==> src/rtl/spc_pkg.sv <==
`default_nettype none

package spc_pkg;

  // Field and datapath widths
  localparam int unsigned SPEED_W  = 16;  // wheel speed, average, target
  localparam int unsigned GAIN_W   = 16;  // Q8.8 gains
  localparam int unsigned IMAX_W   = 24;  // integral limit
  localparam int unsigned INTEG_W  = 25;  // accumulated error
  localparam int unsigned SMOOTH_W = 9;   // Q1.8 smoothing weight
  localparam int unsigned DMAX_W   = 15;  // duty limit
  localparam int unsigned DUTY_W   = 16;  // output duty
  localparam int unsigned RAW_W    = 32;  // raw and smoothed duty
  localparam int unsigned ERR_W    = 17;  // speed error
  localparam int unsigned FRAC_W   = 8;   // fraction bits of gains and weight
  localparam int unsigned ACC_W    = 42;  // multiply-accumulate width
  localparam int unsigned MPLR_W   = 16;  // serial multiplier operand width
  localparam int unsigned SHR_W    = ACC_W - FRAC_W;

  localparam int unsigned WINDOW_LEN_DEF = 5;
  localparam int unsigned SUM_W_DEF      = SPEED_W + $clog2(WINDOW_LEN_DEF);

  // Configuration port
  localparam int unsigned APB_AW = 5;
  localparam int unsigned APB_DW = 32;
  localparam int unsigned IDX_W  = APB_AW - 2;

  localparam logic [IDX_W-1:0] REG_TARGET_SPEED  = 3'd0;
  localparam logic [IDX_W-1:0] REG_PROP_GAIN     = 3'd1;
  localparam logic [IDX_W-1:0] REG_INTEG_GAIN    = 3'd2;
  localparam logic [IDX_W-1:0] REG_INTEGRAL_MAX  = 3'd3;
  localparam logic [IDX_W-1:0] REG_SMOOTH_FACTOR = 3'd4;
  localparam logic [IDX_W-1:0] REG_DUTY_MAX      = 3'd5;

  localparam logic [IMAX_W-1:0]   IMAX_RST   = '1;
  localparam logic [SMOOTH_W-1:0] SMOOTH_ONE = 9'd256;
  localparam logic [DMAX_W-1:0]   DMAX_RST   = '1;

  localparam logic signed [ACC_W-1:0] TRUNC_ADJ = ACC_W'((1 << FRAC_W) - 1);

  typedef struct packed {
    logic signed [SPEED_W-1:0] left_speed;
    logic signed [SPEED_W-1:0] right_speed;
  } spc_in_t;

  typedef struct packed {
    logic signed [DUTY_W-1:0]  duty;
    logic signed [SPEED_W-1:0] avg_speed;
  } spc_out_t;

  typedef struct packed {
    logic load;   // take new operands
    logic clear;  // zero the accumulator with the load
    logic step;   // one multiplier bit
  } spc_mac_ctrl_t;

  // Divide by 2^FRAC_W, truncating toward zero
  function automatic logic signed [SHR_W-1:0] shr_trunc(input logic signed [ACC_W-1:0] a);
    logic signed [ACC_W-1:0] b;
    b = a + (a[ACC_W-1] ? TRUNC_ADJ : '0);
    return signed'(b[ACC_W-1:FRAC_W]);
  endfunction

endpackage

`default_nettype wire

==> src/rtl/spc_div.sv <==
`default_nettype none

// Restoring divider by a constant, one quotient bit per cycle
module spc_div #(
  parameter int unsigned DIVISOR = spc_pkg::WINDOW_LEN_DEF,
  parameter int unsigned DVD_W   = spc_pkg::SUM_W_DEF
) (
  input  logic             clk_i,
  input  logic             rst_ni,
  input  logic             start_i,
  input  logic [DVD_W-1:0] dividend_i,
  output logic [DVD_W-1:0] quotient_o,
  output logic             done_o
);

  localparam int unsigned REM_W = $clog2(DIVISOR);
  localparam int unsigned CNT_W = $clog2(DVD_W);
  localparam logic [REM_W:0] DIV_K = (REM_W + 1)'(DIVISOR);

  logic             busy_q, busy_d;
  logic             done_q, done_d;
  logic [CNT_W-1:0] cnt_q, cnt_d;
  logic [DVD_W-1:0] dvd_q, dvd_d;
  logic [REM_W-1:0] rem_q, rem_d;
  logic [REM_W:0]   rem_sh, rem_sub;
  logic             ge;

  always_comb begin
    rem_sh  = {rem_q, dvd_q[DVD_W-1]};
    ge      = (rem_sh >= DIV_K);
    rem_sub = ge ? (rem_sh - DIV_K) : rem_sh;
    busy_d  = busy_q;
    done_d  = 1'b0;
    cnt_d   = cnt_q;
    dvd_d   = dvd_q;
    rem_d   = rem_q;
    if (start_i) begin
      busy_d = 1'b1;
      cnt_d  = CNT_W'(DVD_W - 1);
      dvd_d  = dividend_i;
      rem_d  = '0;
    end else if (busy_q) begin
      // shift the quotient bit in where the dividend bit left
      dvd_d = {dvd_q[DVD_W-2:0], ge};
      rem_d = rem_sub[REM_W-1:0];
      cnt_d = cnt_q - 1'b1;
      if (cnt_q == '0) begin
        busy_d = 1'b0;
        done_d = 1'b1;
      end
    end
  end

  always_ff @(posedge clk_i or negedge rst_ni) begin
    if (!rst_ni) begin
      busy_q <= 1'b0;
      done_q <= 1'b0;
      cnt_q  <= '0;
    end else begin
      busy_q <= busy_d;
      done_q <= done_d;
      cnt_q  <= cnt_d;
    end
  end

  always_ff @(posedge clk_i) begin
    dvd_q <= dvd_d;
    rem_q <= rem_d;
  end

  assign quotient_o = dvd_q;
  assign done_o     = done_q;

endmodule

`default_nettype wire

==> src/rtl/spc_mac.sv <==
`default_nettype none

// Shift-and-add multiply-accumulate, one multiplier bit per cycle
module spc_mac (
  input  logic                                clk_i,
  input  spc_pkg::spc_mac_ctrl_t              ctrl_i,
  input  logic signed [spc_pkg::ACC_W-1:0]    mcand_i,
  input  logic        [spc_pkg::MPLR_W-1:0]   mplr_i,
  output logic signed [spc_pkg::ACC_W-1:0]    acc_o
);

  logic signed [spc_pkg::ACC_W-1:0]  acc_q, acc_d;
  logic signed [spc_pkg::ACC_W-1:0]  mcand_q, mcand_d;
  logic        [spc_pkg::MPLR_W-1:0] mplr_q, mplr_d;

  always_comb begin
    acc_d   = acc_q;
    mcand_d = mcand_q;
    mplr_d  = mplr_q;
    if (ctrl_i.load) begin
      mcand_d = mcand_i;
      mplr_d  = mplr_i;
      if (ctrl_i.clear) begin
        acc_d = '0;
      end
    end else if (ctrl_i.step) begin
      acc_d   = acc_q + (mplr_q[0] ? mcand_q : '0);
      mcand_d = mcand_q <<< 1;
      mplr_d  = mplr_q >> 1;
    end
  end

  always_ff @(posedge clk_i) begin
    acc_q   <= acc_d;
    mcand_q <= mcand_d;
    mplr_q  <= mplr_d;
  end

  assign acc_o = acc_q;

endmodule

`default_nettype wire

==> src/rtl/speed_pi_controller.sv <==
// Processing: the serial window divider forms the average, then the shared bit-serial
//   multiply-accumulate works through its products (16 + 16 + 9 + 9 steps); a result
//   left waiting holds the hand-over.
// Flow: one input transaction in flight at a time; a new sample is taken only when idle.
// Reset: asynchronous, active low; clears window, integral, previous duty, loads defaults.
`default_nettype none

module speed_pi_controller #(
  parameter int unsigned WINDOW_LEN = spc_pkg::WINDOW_LEN_DEF
) (
  input  logic                        clk_i,
  input  logic                        rst_ni,
  // speed sample channel
  input  logic                        in_valid_i,
  output logic                        in_ready_o,
  input  spc_pkg::spc_in_t            in_data_i,
  // duty result channel
  output logic                        out_valid_o,
  input  logic                        out_ready_i,
  output spc_pkg::spc_out_t           out_data_o,
  // register port
  input  logic                        psel,
  input  logic                        penable,
  input  logic                        pwrite,
  input  logic [spc_pkg::APB_AW-1:0]  paddr,
  input  logic [spc_pkg::APB_DW-1:0]  pwdata,
  output logic [spc_pkg::APB_DW-1:0]  prdata,
  output logic                        pready
);

  localparam int unsigned SPEED_W   = spc_pkg::SPEED_W;
  localparam int unsigned WIN_DEPTH = WINDOW_LEN - 1;
  localparam int unsigned SUM_W     = SPEED_W + $clog2(WINDOW_LEN);
  localparam int unsigned CNT_W     = $clog2(spc_pkg::MPLR_W);
  localparam int unsigned ACC_W     = spc_pkg::ACC_W;
  localparam int unsigned RAW_W     = spc_pkg::RAW_W;
  localparam int unsigned INTEG_W   = spc_pkg::INTEG_W;
  localparam int unsigned ERR_W     = spc_pkg::ERR_W;
  localparam int unsigned LIM_W     = INTEG_W + 1;

  localparam logic [CNT_W-1:0] GAIN_LAST   = CNT_W'(spc_pkg::GAIN_W - 1);
  localparam logic [CNT_W-1:0] WEIGHT_LAST = CNT_W'(spc_pkg::SMOOTH_W - 1);

  // Sequencer codes
  localparam logic [3:0] S_IDLE   = 4'd0;   // wait for a sample
  localparam logic [3:0] S_DIV    = 4'd1;   // window sum / WINDOW_LEN
  localparam logic [3:0] S_ERR    = 4'd2;   // target - average
  localparam logic [3:0] S_INT    = 4'd3;   // integrate and clamp, load P * err
  localparam logic [3:0] S_MULP   = 4'd4;
  localparam logic [3:0] S_LDI    = 4'd5;   // load I * integral
  localparam logic [3:0] S_MULI   = 4'd6;
  localparam logic [3:0] S_RAW    = 4'd7;   // scale and saturate raw duty
  localparam logic [3:0] S_LDK    = 4'd8;   // load K * raw
  localparam logic [3:0] S_MULK   = 4'd9;
  localparam logic [3:0] S_LDV    = 4'd10;  // load (1 - K) * previous
  localparam logic [3:0] S_MULV   = 4'd11;
  localparam logic [3:0] S_SMOOTH = 4'd12;  // scale blended duty
  localparam logic [3:0] S_OUT    = 4'd13;  // clamp and hand over

  // ---------------------------------------------------------------------------
  // Configuration registers. Writes land on the access phase; pready is tied
  // high so every transaction completes without wait states.
  // ---------------------------------------------------------------------------
  logic [SPEED_W-1:0]           target_q;
  logic [spc_pkg::GAIN_W-1:0]   pgain_q, igain_q;
  logic [spc_pkg::IMAX_W-1:0]   imax_q;
  logic [spc_pkg::SMOOTH_W-1:0] smooth_q;
  logic [spc_pkg::DMAX_W-1:0]   dmax_q;
  logic                         cfg_we;
  logic [spc_pkg::IDX_W-1:0]    cfg_idx;

  assign pready  = 1'b1;
  assign cfg_we  = psel && penable && pwrite && pready;
  assign cfg_idx = paddr[spc_pkg::APB_AW-1:2];

  always_ff @(posedge clk_i or negedge rst_ni) begin
    if (!rst_ni) begin
      target_q <= '0;
      pgain_q  <= '0;
      igain_q  <= '0;
      imax_q   <= spc_pkg::IMAX_RST;
      smooth_q <= spc_pkg::SMOOTH_ONE;
      dmax_q   <= spc_pkg::DMAX_RST;
    end else if (cfg_we) begin
      unique case (cfg_idx)
        spc_pkg::REG_TARGET_SPEED:  target_q <= pwdata[SPEED_W-1:0];
        spc_pkg::REG_PROP_GAIN:     pgain_q  <= pwdata[spc_pkg::GAIN_W-1:0];
        spc_pkg::REG_INTEG_GAIN:    igain_q  <= pwdata[spc_pkg::GAIN_W-1:0];
        spc_pkg::REG_INTEGRAL_MAX:  imax_q   <= pwdata[spc_pkg::IMAX_W-1:0];
        spc_pkg::REG_SMOOTH_FACTOR: smooth_q <= pwdata[spc_pkg::SMOOTH_W-1:0];
        spc_pkg::REG_DUTY_MAX:      dmax_q   <= pwdata[spc_pkg::DMAX_W-1:0];
        default: ;  // unmapped: drop the write
      endcase
    end
  end

  always_comb begin
    unique case (cfg_idx)
      spc_pkg::REG_TARGET_SPEED:  prdata = spc_pkg::APB_DW'(target_q);
      spc_pkg::REG_PROP_GAIN:     prdata = spc_pkg::APB_DW'(pgain_q);
      spc_pkg::REG_INTEG_GAIN:    prdata = spc_pkg::APB_DW'(igain_q);
      spc_pkg::REG_INTEGRAL_MAX:  prdata = spc_pkg::APB_DW'(imax_q);
      spc_pkg::REG_SMOOTH_FACTOR: prdata = spc_pkg::APB_DW'(smooth_q);
      spc_pkg::REG_DUTY_MAX:      prdata = spc_pkg::APB_DW'(dmax_q);
      default:                    prdata = '0;
    endcase
  end

  // ---------------------------------------------------------------------------
  // Loop state and working registers
  // ---------------------------------------------------------------------------
  logic [3:0]                state_q, state_d;
  logic [CNT_W-1:0]          cnt_q, cnt_d;
  logic signed [SPEED_W-1:0] win_q [WIN_DEPTH];
  logic signed [SPEED_W-1:0] win_d [WIN_DEPTH];
  logic signed [SUM_W-1:0]   win_sum_q, win_sum_d;   // sum of the stored means
  logic signed [INTEG_W-1:0] integ_q, integ_d;
  logic signed [RAW_W-1:0]   prev_q, prev_d;          // smoothed duty, unclamped
  logic                      sum_neg_q, sum_neg_d;
  logic signed [SPEED_W-1:0] avg_q, avg_d;
  logic signed [ERR_W-1:0]   err_q, err_d;
  logic signed [RAW_W-1:0]   raw_q, raw_d;
  logic                      out_valid_q, out_valid_d;
  spc_pkg::spc_out_t         out_data_q, out_data_d;

  logic                      in_fire;
  logic signed [SPEED_W:0]   lr_sum, lr_adj;
  logic signed [SPEED_W-1:0] mean;
  logic signed [SUM_W-1:0]   sum_new;
  logic [SUM_W-1:0]          sum_mag;
  logic [SUM_W-1:0]          div_quot;
  logic                      div_done;
  logic [SPEED_W-1:0]        quot16;
  logic signed [LIM_W-1:0]   integ_sum, ilim_pos, ilim_neg;
  logic signed [spc_pkg::SHR_W-1:0] acc_shr;
  logic [spc_pkg::SMOOTH_W-1:0] k_sat, k_inv;
  logic signed [RAW_W-1:0]   dlim_pos, dlim_neg, duty_clamped;

  spc_pkg::spc_mac_ctrl_t            mac_ctrl;
  logic signed [ACC_W-1:0]           mac_mcand;
  logic [spc_pkg::MPLR_W-1:0]        mac_mplr;
  logic signed [ACC_W-1:0]           mac_acc;

  assign in_ready_o = (state_q == S_IDLE);
  assign in_fire    = in_valid_i && in_ready_o;

  // Mean of the two wheels, truncated toward zero: bias negatives by one
  assign lr_sum  = (SPEED_W + 1)'(in_data_i.left_speed) + (SPEED_W + 1)'(in_data_i.right_speed);
  assign lr_adj  = lr_sum + (SPEED_W + 1)'(lr_sum[SPEED_W]);
  assign mean    = SPEED_W'(lr_adj >>> 1);
  assign sum_new = SUM_W'(mean) + win_sum_q;
  assign sum_mag = sum_new[SUM_W-1] ? SUM_W'(-sum_new) : SUM_W'(sum_new);

  // Quotient magnitude never exceeds 2^15, so sixteen bits carry the sign too
  assign quot16 = div_quot[SPEED_W-1:0];

  // Integral clamp limits
  assign ilim_pos  = signed'(LIM_W'(imax_q));
  assign ilim_neg  = -ilim_pos;
  assign integ_sum = LIM_W'(integ_q) + LIM_W'(err_q);

  assign acc_shr = spc_pkg::shr_trunc(mac_acc);

  // A weight above one saturates at one
  assign k_sat = (smooth_q > spc_pkg::SMOOTH_ONE) ? spc_pkg::SMOOTH_ONE : smooth_q;
  assign k_inv = spc_pkg::SMOOTH_ONE - k_sat;

  assign dlim_pos = signed'(RAW_W'(dmax_q));
  assign dlim_neg = -dlim_pos;
  assign duty_clamped = (prev_q > dlim_pos) ? dlim_pos :
                        (prev_q < dlim_neg) ? dlim_neg : prev_q;

  always_comb begin
    state_d     = state_q;
    cnt_d       = cnt_q;
    win_d       = win_q;
    win_sum_d   = win_sum_q;
    integ_d     = integ_q;
    prev_d      = prev_q;
    sum_neg_d   = sum_neg_q;
    avg_d       = avg_q;
    err_d       = err_q;
    raw_d       = raw_q;
    out_data_d  = out_data_q;
    out_valid_d = out_valid_q && !out_ready_i;
    mac_ctrl    = '0;
    mac_mcand   = '0;
    mac_mplr    = '0;

    unique case (state_q) inside
      S_IDLE: begin
        if (in_fire) begin
          // Advance the window: drop the oldest mean, append this one
          for (int i = 0; i < int'(WIN_DEPTH) - 1; i++) begin
            win_d[i] = win_q[i + 1];
          end
          win_d[WIN_DEPTH-1] = mean;
          win_sum_d = sum_new - SUM_W'(win_q[0]);
          sum_neg_d = sum_new[SUM_W-1];
          state_d   = S_DIV;
        end
      end
      S_DIV: begin
        if (div_done) begin
          avg_d   = sum_neg_q ? SPEED_W'(-quot16) : SPEED_W'(quot16);
          state_d = S_ERR;
        end
      end
      S_ERR: begin
        err_d   = ERR_W'(signed'(target_q)) - ERR_W'(avg_q);
        state_d = S_INT;
      end
      S_INT: begin
        // Anti-windup: hold the integral inside +-integral_max
        if (integ_sum > ilim_pos) begin
          integ_d = INTEG_W'(ilim_pos);
        end else if (integ_sum < ilim_neg) begin
          integ_d = INTEG_W'(ilim_neg);
        end else begin
          integ_d = INTEG_W'(integ_sum);
        end
        mac_ctrl.load  = 1'b1;
        mac_ctrl.clear = 1'b1;
        mac_mcand      = ACC_W'(err_q);
        mac_mplr       = spc_pkg::MPLR_W'(pgain_q);
        cnt_d          = '0;
        state_d        = S_MULP;
      end
      S_MULP, S_MULI: begin
        mac_ctrl.step = 1'b1;
        cnt_d         = cnt_q + 1'b1;
        if (cnt_q == GAIN_LAST) begin
          cnt_d   = '0;
          state_d = (state_q == S_MULP) ? S_LDI : S_RAW;
        end
      end
      S_LDI: begin
        mac_ctrl.load = 1'b1;
        mac_mcand     = ACC_W'(integ_q);
        mac_mplr      = spc_pkg::MPLR_W'(igain_q);
        state_d       = S_MULI;
      end
      S_RAW: begin
        // Saturate the scaled sum to 32-bit signed
        if (acc_shr[spc_pkg::SHR_W-1:RAW_W-1] == '0 ||
            acc_shr[spc_pkg::SHR_W-1:RAW_W-1] == '1) begin
          raw_d = acc_shr[RAW_W-1:0];
        end else begin
          raw_d = acc_shr[spc_pkg::SHR_W-1] ? {1'b1, {(RAW_W-1){1'b0}}}
                                            : {1'b0, {(RAW_W-1){1'b1}}};
        end
        state_d = S_LDK;
      end
      S_LDK: begin
        mac_ctrl.load  = 1'b1;
        mac_ctrl.clear = 1'b1;
        mac_mcand      = ACC_W'(raw_q);
        mac_mplr       = spc_pkg::MPLR_W'(k_sat);
        state_d        = S_MULK;
      end
      S_MULK, S_MULV: begin
        mac_ctrl.step = 1'b1;
        cnt_d         = cnt_q + 1'b1;
        if (cnt_q == WEIGHT_LAST) begin
          cnt_d   = '0;
          state_d = (state_q == S_MULK) ? S_LDV : S_SMOOTH;
        end
      end
      S_LDV: begin
        mac_ctrl.load = 1'b1;
        mac_mcand     = ACC_W'(prev_q);
        mac_mplr      = spc_pkg::MPLR_W'(k_inv);
        state_d       = S_MULV;
      end
      S_SMOOTH: begin
        // A convex blend of two 32-bit values stays in 32 bits
        prev_d  = acc_shr[RAW_W-1:0];
        state_d = S_OUT;
      end
      S_OUT: begin
        // Hand over once the result register is free or being emptied
        if (!out_valid_q || out_ready_i) begin
          out_data_d.duty      = duty_clamped[spc_pkg::DUTY_W-1:0];
          out_data_d.avg_speed = avg_q;
          out_valid_d          = 1'b1;
          state_d              = S_IDLE;
        end
      end
      default: state_d = S_IDLE;
    endcase
  end

  always_ff @(posedge clk_i or negedge rst_ni) begin
    if (!rst_ni) begin
      state_q     <= S_IDLE;
      cnt_q       <= '0;
      win_sum_q   <= '0;
      integ_q     <= '0;
      prev_q      <= '0;
      out_valid_q <= 1'b0;
      for (int i = 0; i < int'(WIN_DEPTH); i++) begin
        win_q[i] <= '0;
      end
    end else begin
      state_q     <= state_d;
      cnt_q       <= cnt_d;
      win_sum_q   <= win_sum_d;
      integ_q     <= integ_d;
      prev_q      <= prev_d;
      out_valid_q <= out_valid_d;
      win_q       <= win_d;
    end
  end

  always_ff @(posedge clk_i) begin
    sum_neg_q  <= sum_neg_d;
    avg_q      <= avg_d;
    err_q      <= err_d;
    raw_q      <= raw_d;
    out_data_q <= out_data_d;
  end

  assign out_valid_o = out_valid_q;
  assign out_data_o  = out_data_q;

  // ---------------------------------------------------------------------------
  // Serial units
  // ---------------------------------------------------------------------------
  spc_div #(
    .DIVISOR (WINDOW_LEN),
    .DVD_W   (SUM_W)
  ) u_div (
    .clk_i      (clk_i),
    .rst_ni     (rst_ni),
    .start_i    (in_fire),
    .dividend_i (sum_mag),
    .quotient_o (div_quot),
    .done_o     (div_done)
  );

  spc_mac u_mac (
    .clk_i   (clk_i),
    .ctrl_i  (mac_ctrl),
    .mcand_i (mac_mcand),
    .mplr_i  (mac_mplr),
    .acc_o   (mac_acc)
  );

  // ---------------------------------------------------------------------------
  // Checks
  // ---------------------------------------------------------------------------
  a_one_in_flight: assert property (@(posedge clk_i) disable iff (!rst_ni)
    in_fire |=> !in_ready_o)
    else $error("sample accepted while a tick was in progress");

  a_div_done_waited: assert property (@(posedge clk_i) disable iff (!rst_ni)
    div_done |-> (state_q == S_DIV))
    else $error("divider finished outside the wait state");

  a_out_from_seq: assert property (@(posedge clk_i) disable iff (!rst_ni)
    $rose(out_valid_o) |-> $past(state_q == S_OUT))
    else $error("result appeared without the sequencer handing it over");

  a_integ_bounded: assert property (@(posedge clk_i) disable iff (!rst_ni)
    $past(state_q == S_INT) |-> (LIM_W'(integ_q) <= ilim_pos && LIM_W'(integ_q) >= ilim_neg))
    else $error("integral escaped its clamp");

endmodule

`default_nettype wire
==> config.mk <==
export PLATFORM = sky130hd
export DESIGN_NAME = speed_pi_controller
export DESIGN_NICKNAME = d
export VERILOG_FILES = /design/src/rtl/spc_pkg.sv /design/src/rtl/spc_div.sv /design/src/rtl/spc_mac.sv /design/src/rtl/speed_pi_controller.sv
export SDC_FILE = /design/constraint.sdc
export NUM_CORES = 1
export LEC_CHECK = 0
export BUFFER_PORTS_ARGS = -buffer_cell sky130_fd_sc_hd__buf_2
export CORE_AREA = 2 2 299 360
export CTS_BUF_LIST = sky130_fd_sc_hd__clkbuf_2 sky130_fd_sc_hd__clkbuf_4 sky130_fd_sc_hd__clkbuf_8
export CTS_CLUSTER_SIZE = 30
export DETAILED_ROUTE_END_ITERATION = 6
export DIE_AREA = 0 0 301 362
export PLACE_DENSITY = 0.56
export SLEW_MARGIN = 25
export SYNTH_ARGS = -nofsm -noshare
export SYNTH_HDL_FRONTEND = slang
export SYNTH_SLANG_ARGS = --single-unit
==> constraint.sdc <==
create_clock -name clk_i -period 9.6 [get_ports clk_i]
set_input_delay 0.96 -clock clk_i [delete_from_list [all_inputs] [get_ports clk_i]]
set_output_delay 0.96 -clock clk_i [all_outputs]
set_load 0.05 [all_outputs]
* Word-level counts from Yosys, hierarchy flattened *
Cells that the tools add are included.

cells by class
  $lt $le $gt $ge = 6
  bitwise logic cells = 0
  mux-type cells = 48
  $mul = 0
  eq/ne operators = 27
  reduce and logical (&&, ||, !) cells = 31
  add/sub/neg operators = 16
  div/mod/pow operators = 0
  shift-type cells = 0

operators by type and width
  cell                                             number
  42-bit two-way mux                               6
  42-bit one-hot mux with 4 select lines           1
  24-bit one-hot mux with 6 select lines           1
  16-bit two-way mux                               4
  32-bit two-way mux                               2
  16-bit one-hot mux with 4 select lines           1
  19-bit two-way mux                               3
  25-bit two-way mux                               2
  4-bit one-hot mux with 12 select lines           1
  42-bit adder                                     1
  42-bit by 8-bit adder with 42-bit output         1
  4-bit equality test, second input constant       8
  32-bit by 16-bit > comparator with 1-bit output  1
  32-bit less-than comparator                      1
  15-bit negation with 32-bit output               1
  4-bit two-way mux                                7
  25-bit by 17-bit adder with 26-bit output        1
  26-bit by 25-bit > comparator with 1-bit output  1
  26-bit less-than comparator                      1
  24-bit negation with 26-bit output               1
  2-bit AND reduction                              10
  16-bit by 19-bit adder with 19-bit output        1
  19-bit negation                                  1
  19-bit by 16-bit subtractor with 19-bit output   1
  other kinds (37)                                 70

word-level totals
  bits in read-only memories = 0
  output and inout bits = 67
  memory bits (writable) = 0
  memories kept = 0
  word-level logic and storage cells = 159
  bits in latches = 0
  register bits = 472

* Depth between registers and ports, before layout *
  word-level depth = 6
  mapped depth = 33

* Hierarchy *
A second synthesis with hierarchy kept.

unflattened totals
  cell total of the unflattened synthesis = 3358
  area, all modules = 32318.5 um^2

by module, submodules not included
  module               area each (um^2)  instances  cells each
  speed_pi_controller  24501.0           1          2661
  spc_mac              6462.4            1          595
  spc_div              1355.0            1          102

* Worst setup path after synthesis *
OpenSTA, ideal clock, no wires.

  kind = input -> register
  start = in in_data_i[9] (netlist bit)
  end = reg win_sum_q[18]
  library setup time = 131 ps
  arrival = 6584 ps
  required time = 9469 ps
  setup slack = 2885 ps
  stages on the path = 32
  path through = ha_1 > clkbuf_1 > a21o_1 > a2111oi_0 > nand3_1 > nand2_1 > o21ai_0 > a32oi_1 > and2_1 > ha_1 > xnor2_1 > inv_1 > ha_1 > a211oi_1 > o21ai_0 > a21oi_1 > o21bai_1 > a21oi_1 > xnor2_1 > ha_1 > o21ai_0 > nand2b_1 > nand3_1 > o21ai_0 > nand2_1 > o211ai_1 > o221ai_1 > o31ai_1 > a31oi_1 > xnor2_1 > xnor2_1 > o21ai_1

on the way
  longest elaborated chain between the ends = 4

ends and longest elaborated chain
  element                                         line                        RTL
  start, declared                                 speed_pi_controller.sv:16   input spc_pkg::spc_in_t in_data_i,
  16-bit by 16-bit adder with 17-bit output       speed_pi_controller.sv:148  assign lr_sum = (SPEED_W + 1)'(in_data_i.left_speed) + (SPEED_W + 1)'(in_data_i.right_speed);
  17-bit by 1-bit adder with 17-bit output        speed_pi_controller.sv:149  assign lr_adj = lr_sum + (SPEED_W + 1)'(lr_sum[SPEED_W]);
  net lr_adj[2]                                   speed_pi_controller.sv:127  logic signed [SPEED_W:0] lr_sum, lr_adj;
  16-bit by 19-bit adder with 19-bit output       speed_pi_controller.sv:151  assign sum_new = SUM_W'(mean) + win_sum_q;
  19-bit by 16-bit subtractor with 19-bit output  speed_pi_controller.sv:198  win_sum_d = sum_new - SUM_W'(win_q[0]);
  end signal, assigned                            speed_pi_controller.sv:307  win_sum_q <= win_sum_d;
  end, declared                                   speed_pi_controller.sv:116  logic signed [SUM_W-1:0] win_sum_q, win_sum_d;

The timed path passes the listed nets, and every way through them passes these cells.
A chain may end at the register's enable or synchronous reset.

* Worst setup path after layout *
  start = in in_data_i[0] (netlist bit)
  end = reg win_sum_q[18]

Same word-level chain as after synthesis.

==> reports/qor.txt <==
Pre-antenna DRT Iters -> 7
Post-CTS setup buffer count -> 0
Max cap viols -> 0
Core Region -> 105700 um^2
Pwr Density -> 385.7 nW/um^2
Worst Path Arrival -> 7.71 ns
Die area -> 109000 um^2
Slowest CP cell -> a2111oi_0
RSZ-0062 raised after global routing -> no
Setup crit end kind -> flop
Slowest stage delay, CP -> 0.58 ns
Gr ovfl total -> 0
CTS Hold Bufs -> 0
Post-DRT Antenna Nets -> 0
Dpl hpwl -> 68780 um
WP data required -> 10.17 ns
Top Ports -> 143
Internal power -> 7.361 mW
Rows -> 131
Mapped Cells -> 3360
First-pass GRT wire length -> 143200 um
Clk pin slew, worst setup/hold paths -> 0.07 ns
CTS Sinks -> 472
Die Y-Extent -> 362 um
Port Buffers -> 123
Clock network power share -> 15.5%
Via density -> 5.125
Final WL -> 92920 um
Synth area leaders -> edfxtp_1, dfrtp_1, ha_1
Layout Nets -> 3780
Gr usage total -> 16.81%
Skew-Pair Late Insertion Delay -> 0.73 ns
Largest net degree at the start of global routing -> 145
Sequential area share after synthesis -> 41.16%
Initial antenna violation count -> 6
Initial Utilization -> 29.72%
Crit path max fanout -> 5
Avg Cell Area, Syn -> 9.351 um^2
Leak Pwr -> 15.13 nW
Failing checks -> DRC
First DRT Iteration DRCs -> 1977
Synth warn -> 0
Die X-Extent -> 301 um
Setup_tns -> 0 ns
Sequential power share -> 29.7%
Inst Count DP -> 4755
Final Hold Viols -> 0
Post-CTS sizing -> 0
Via count -> 25.22k
Depth of the CTS H-tree -> 3
Async SR Flop Fraction -> 53.39%
Synthesized area -> 31420 um^2
Area growth syn-to-layout -> 12.64%
Period minus WS final -> 7.144 ns
Clock Root Buffer -> clkbuf_8
Sw frac -> 46.08%
Final cell count without fillers -> 4922
Seq cells post-synth -> 472
EDFF count, synth -> 217
Tcrit/Tclk final -> 74.42%
Routability cong. -> 0.9086
Total CTS buffers -> 86
Clk buf depth -> 3
Netlist cell types -> 93
Largest area contributor in the netlist -> edfxtp_1
DRC -> 8
Synth Flop Type -> edfxtp_1
Setup violations, final -> 0
Ratio of cells with drive above 1 in the final layout -> 13.55%
Vias in the first global route -> 24.54k
Comb power frac -> 54.8%
Crit path launch type -> primary input
Post-synth top area share -> 20.74%
Worst slew pin tran -> 0.9912 ns
Final Power -> 13.65 mW
Final Skew -> 0.05284 ns
Status -> finished with violations
Relative max-transition margin -> 33.63%
Switch Pwr -> 6.291 mW
Routed wire per std cell -> 18.88 um
Final max-slew violation count -> 0
Max Clk Rate -> 140.0 MHz
Worst Hold Class -> primary input to asynchronous set/reset pin
VDD IR-drop max -> 0.2506 mV
Setup CP Type -> primary input to flop
CTS tree -> built
Worst path most repeated cell -> ha_1
[cell usage in the layout (no fill, tap or decap), drive strengths merged, types with 15 or more instances in the layout]
| master | n |
|---|---|
| o211ai | 24 |
| nor4 | 23 |
| dfrtp | 212 |
| clkinv | 28 |
| dfstp | 40 |
| nor3 | 70 |
| o22ai | 15 |
| a222oi | 35 |
| o31ai | 21 |
| ha | 251 |
| or3 | 18 |
| mux2 | 67 |
| xnor2 | 150 |
| o21a | 37 |
| and2 | 55 |
| inv | 169 |
| a21oi | 216 |
| a211oi | 22 |
| a21o | 96 |
| edfxtp | 217 |
| and3 | 18 |
| xor2 | 72 |
| nand2 | 441 |
| buf | 158 |
| nand4 | 40 |
| nor2b | 43 |
| nand3 | 77 |
| nand2b | 42 |
| mux2i | 22 |
| clkbuf | 126 |
| o21ai | 241 |
| nor2 | 224 |
| a31oi | 51 |
[power groups by stage]
stage / combinational (mW) / sequential [mW] / clock, mW
floorplan: 5.74 / 3.72 / 0
CTS: 7.49 / 4.05 / 2.18
global placement: 7.36 / 4.07 / 0
global route: 8.44 / 4.14 / 2.27
detailed placement: 7.45 / 4.08 / 0
finish: 7.48 / 4.06 / 2.11
[flip-flops by register name, indices dropped and copies added (netlist names), 17 cells and up]
signal	flops
prev_q	32
err_q	17
u_mac.mcand_q	42
out_data_o	32
integ_q	25
win_q	64
raw_q	32
u_div.quotient_o	19
imax_q	24
u_mac.acc_o	42
win_sum_q	19
[path summary, 6_finish.rpt]
kind / from / end / slack (ns) / cells past startpoint
max in group asynchronous: rst_ni / out_valid_o / 7.92 / 2
worst min register to register: avg_q[9] / out_data_o[9] / 0.42 / 0
worst max-delay path: in_data_i[0] / win_sum_q[18] / 2.46 / 32
worst min-delay path: rst_ni / integ_q[22] / 0.28 / 1
min in group clk_i: avg_q[9] / out_data_o[9] / 0.42 / 0
worst max register to register: dmax_q[2] / out_data_o[17] / 2.93 / 21
[kinds of logic (layout without fill, tap and decap cells)]
| kind of cell | count (synthesis) | after routing | synth area share, % |
|---|---|---|---|
| AND/OR/NAND/NOR | 1110 | 1110 | 16.67 |
| other | 2 | 14 | 0.02390 |
| XOR/XNOR | 225 | 225 | 6.455 |
| multiplexers | 98 | 98 | 3.747 |
| flip-flops | 472 | 472 | 41.16 |
| buffers and inverters | 332 | 486 | 4.138 |
| AO/OA/AOI/OAI | 864 | 864 | 17.43 |
| adder cells (fa/ha/maj) | 257 | 257 | 10.38 |
[synth_stat cells, types with 8 or more instances]
library cell	count
buf_1	14
buf_4	9
xor2_1	71
o21bai_1	13
inv_1	163
mux4_2	9
o31ai_1	21
a21oi_1	213
a21o_1	96
nand3b_1	10
a2111oi_0	8
or3_1	18
a31oi_1	51
edfxtp_1	217
clkbuf_1	137
mux2i_1	22
o311ai_0	14
nor2_1	219
mux2_2	67
nor2b_1	43
nand2b_1	42
o21ai_0	231
o22ai_1	15
dfrtp_1	212
and4_1	11
nor4_1	22
and2_1	55
o21a_1	37
a22oi_1	14
xnor2_1	149
ha_1	251
nand3_1	77
dfstp_2	40
nor3_1	70
nand2_1	441
nand4_1	40
a211oi_1	21
a222oi_1	35
o211ai_1	23
o21ai_1	10
and3_1	18
[final cells by class]
cell class,count,area [um^2]
antenna,5,12.51
clock buffer,126,1590
clock inverter,36,291.5
fill,10910,70330
inverter,166,623.1
multi-input combinational,2563,17290
sequential,472,12930
tap,1396,1747
timing repair buffer,158,900.9
[worst max-delay path, delay by kind of cell]
kind	cells	cell delay, ns
adders and majority gates	5	1.48
xor gates and xnor gates	4	0.95
and+or+nand+nor	6	0.85
AOI/OAI and AO/OA	13	3.08
buffers and inverters	4	0.41
[layer usage]
metal | global-route usage [%] | vias up | wire length [um]
met5 | 0 | - | 13
met4 | 7.082 | 2 | 3853
met3 | 2.480 | 166 | 4826
met2 | 27.32 | 684 | 42540
met1 | 22.20 | 12060 | 41690
li1 | - | 12310 | -
[metrics by stage]
stage	setup WS, ns	instance area [um^2]	hold slack (ns)	util [%]
detailed placement	1.662	33500	0.4332	31.68
CTS	2.475	35380	0.2959	33.46
floorplan	2.885	31450	0.4264	-
global route	1.976	35380	0.3127	33.47
finish	2.456	35390	0.2785	33.48
global placement	1.627	33500	0.4343	31.68
Note: power is estimated with default switching activity, not from simulation.
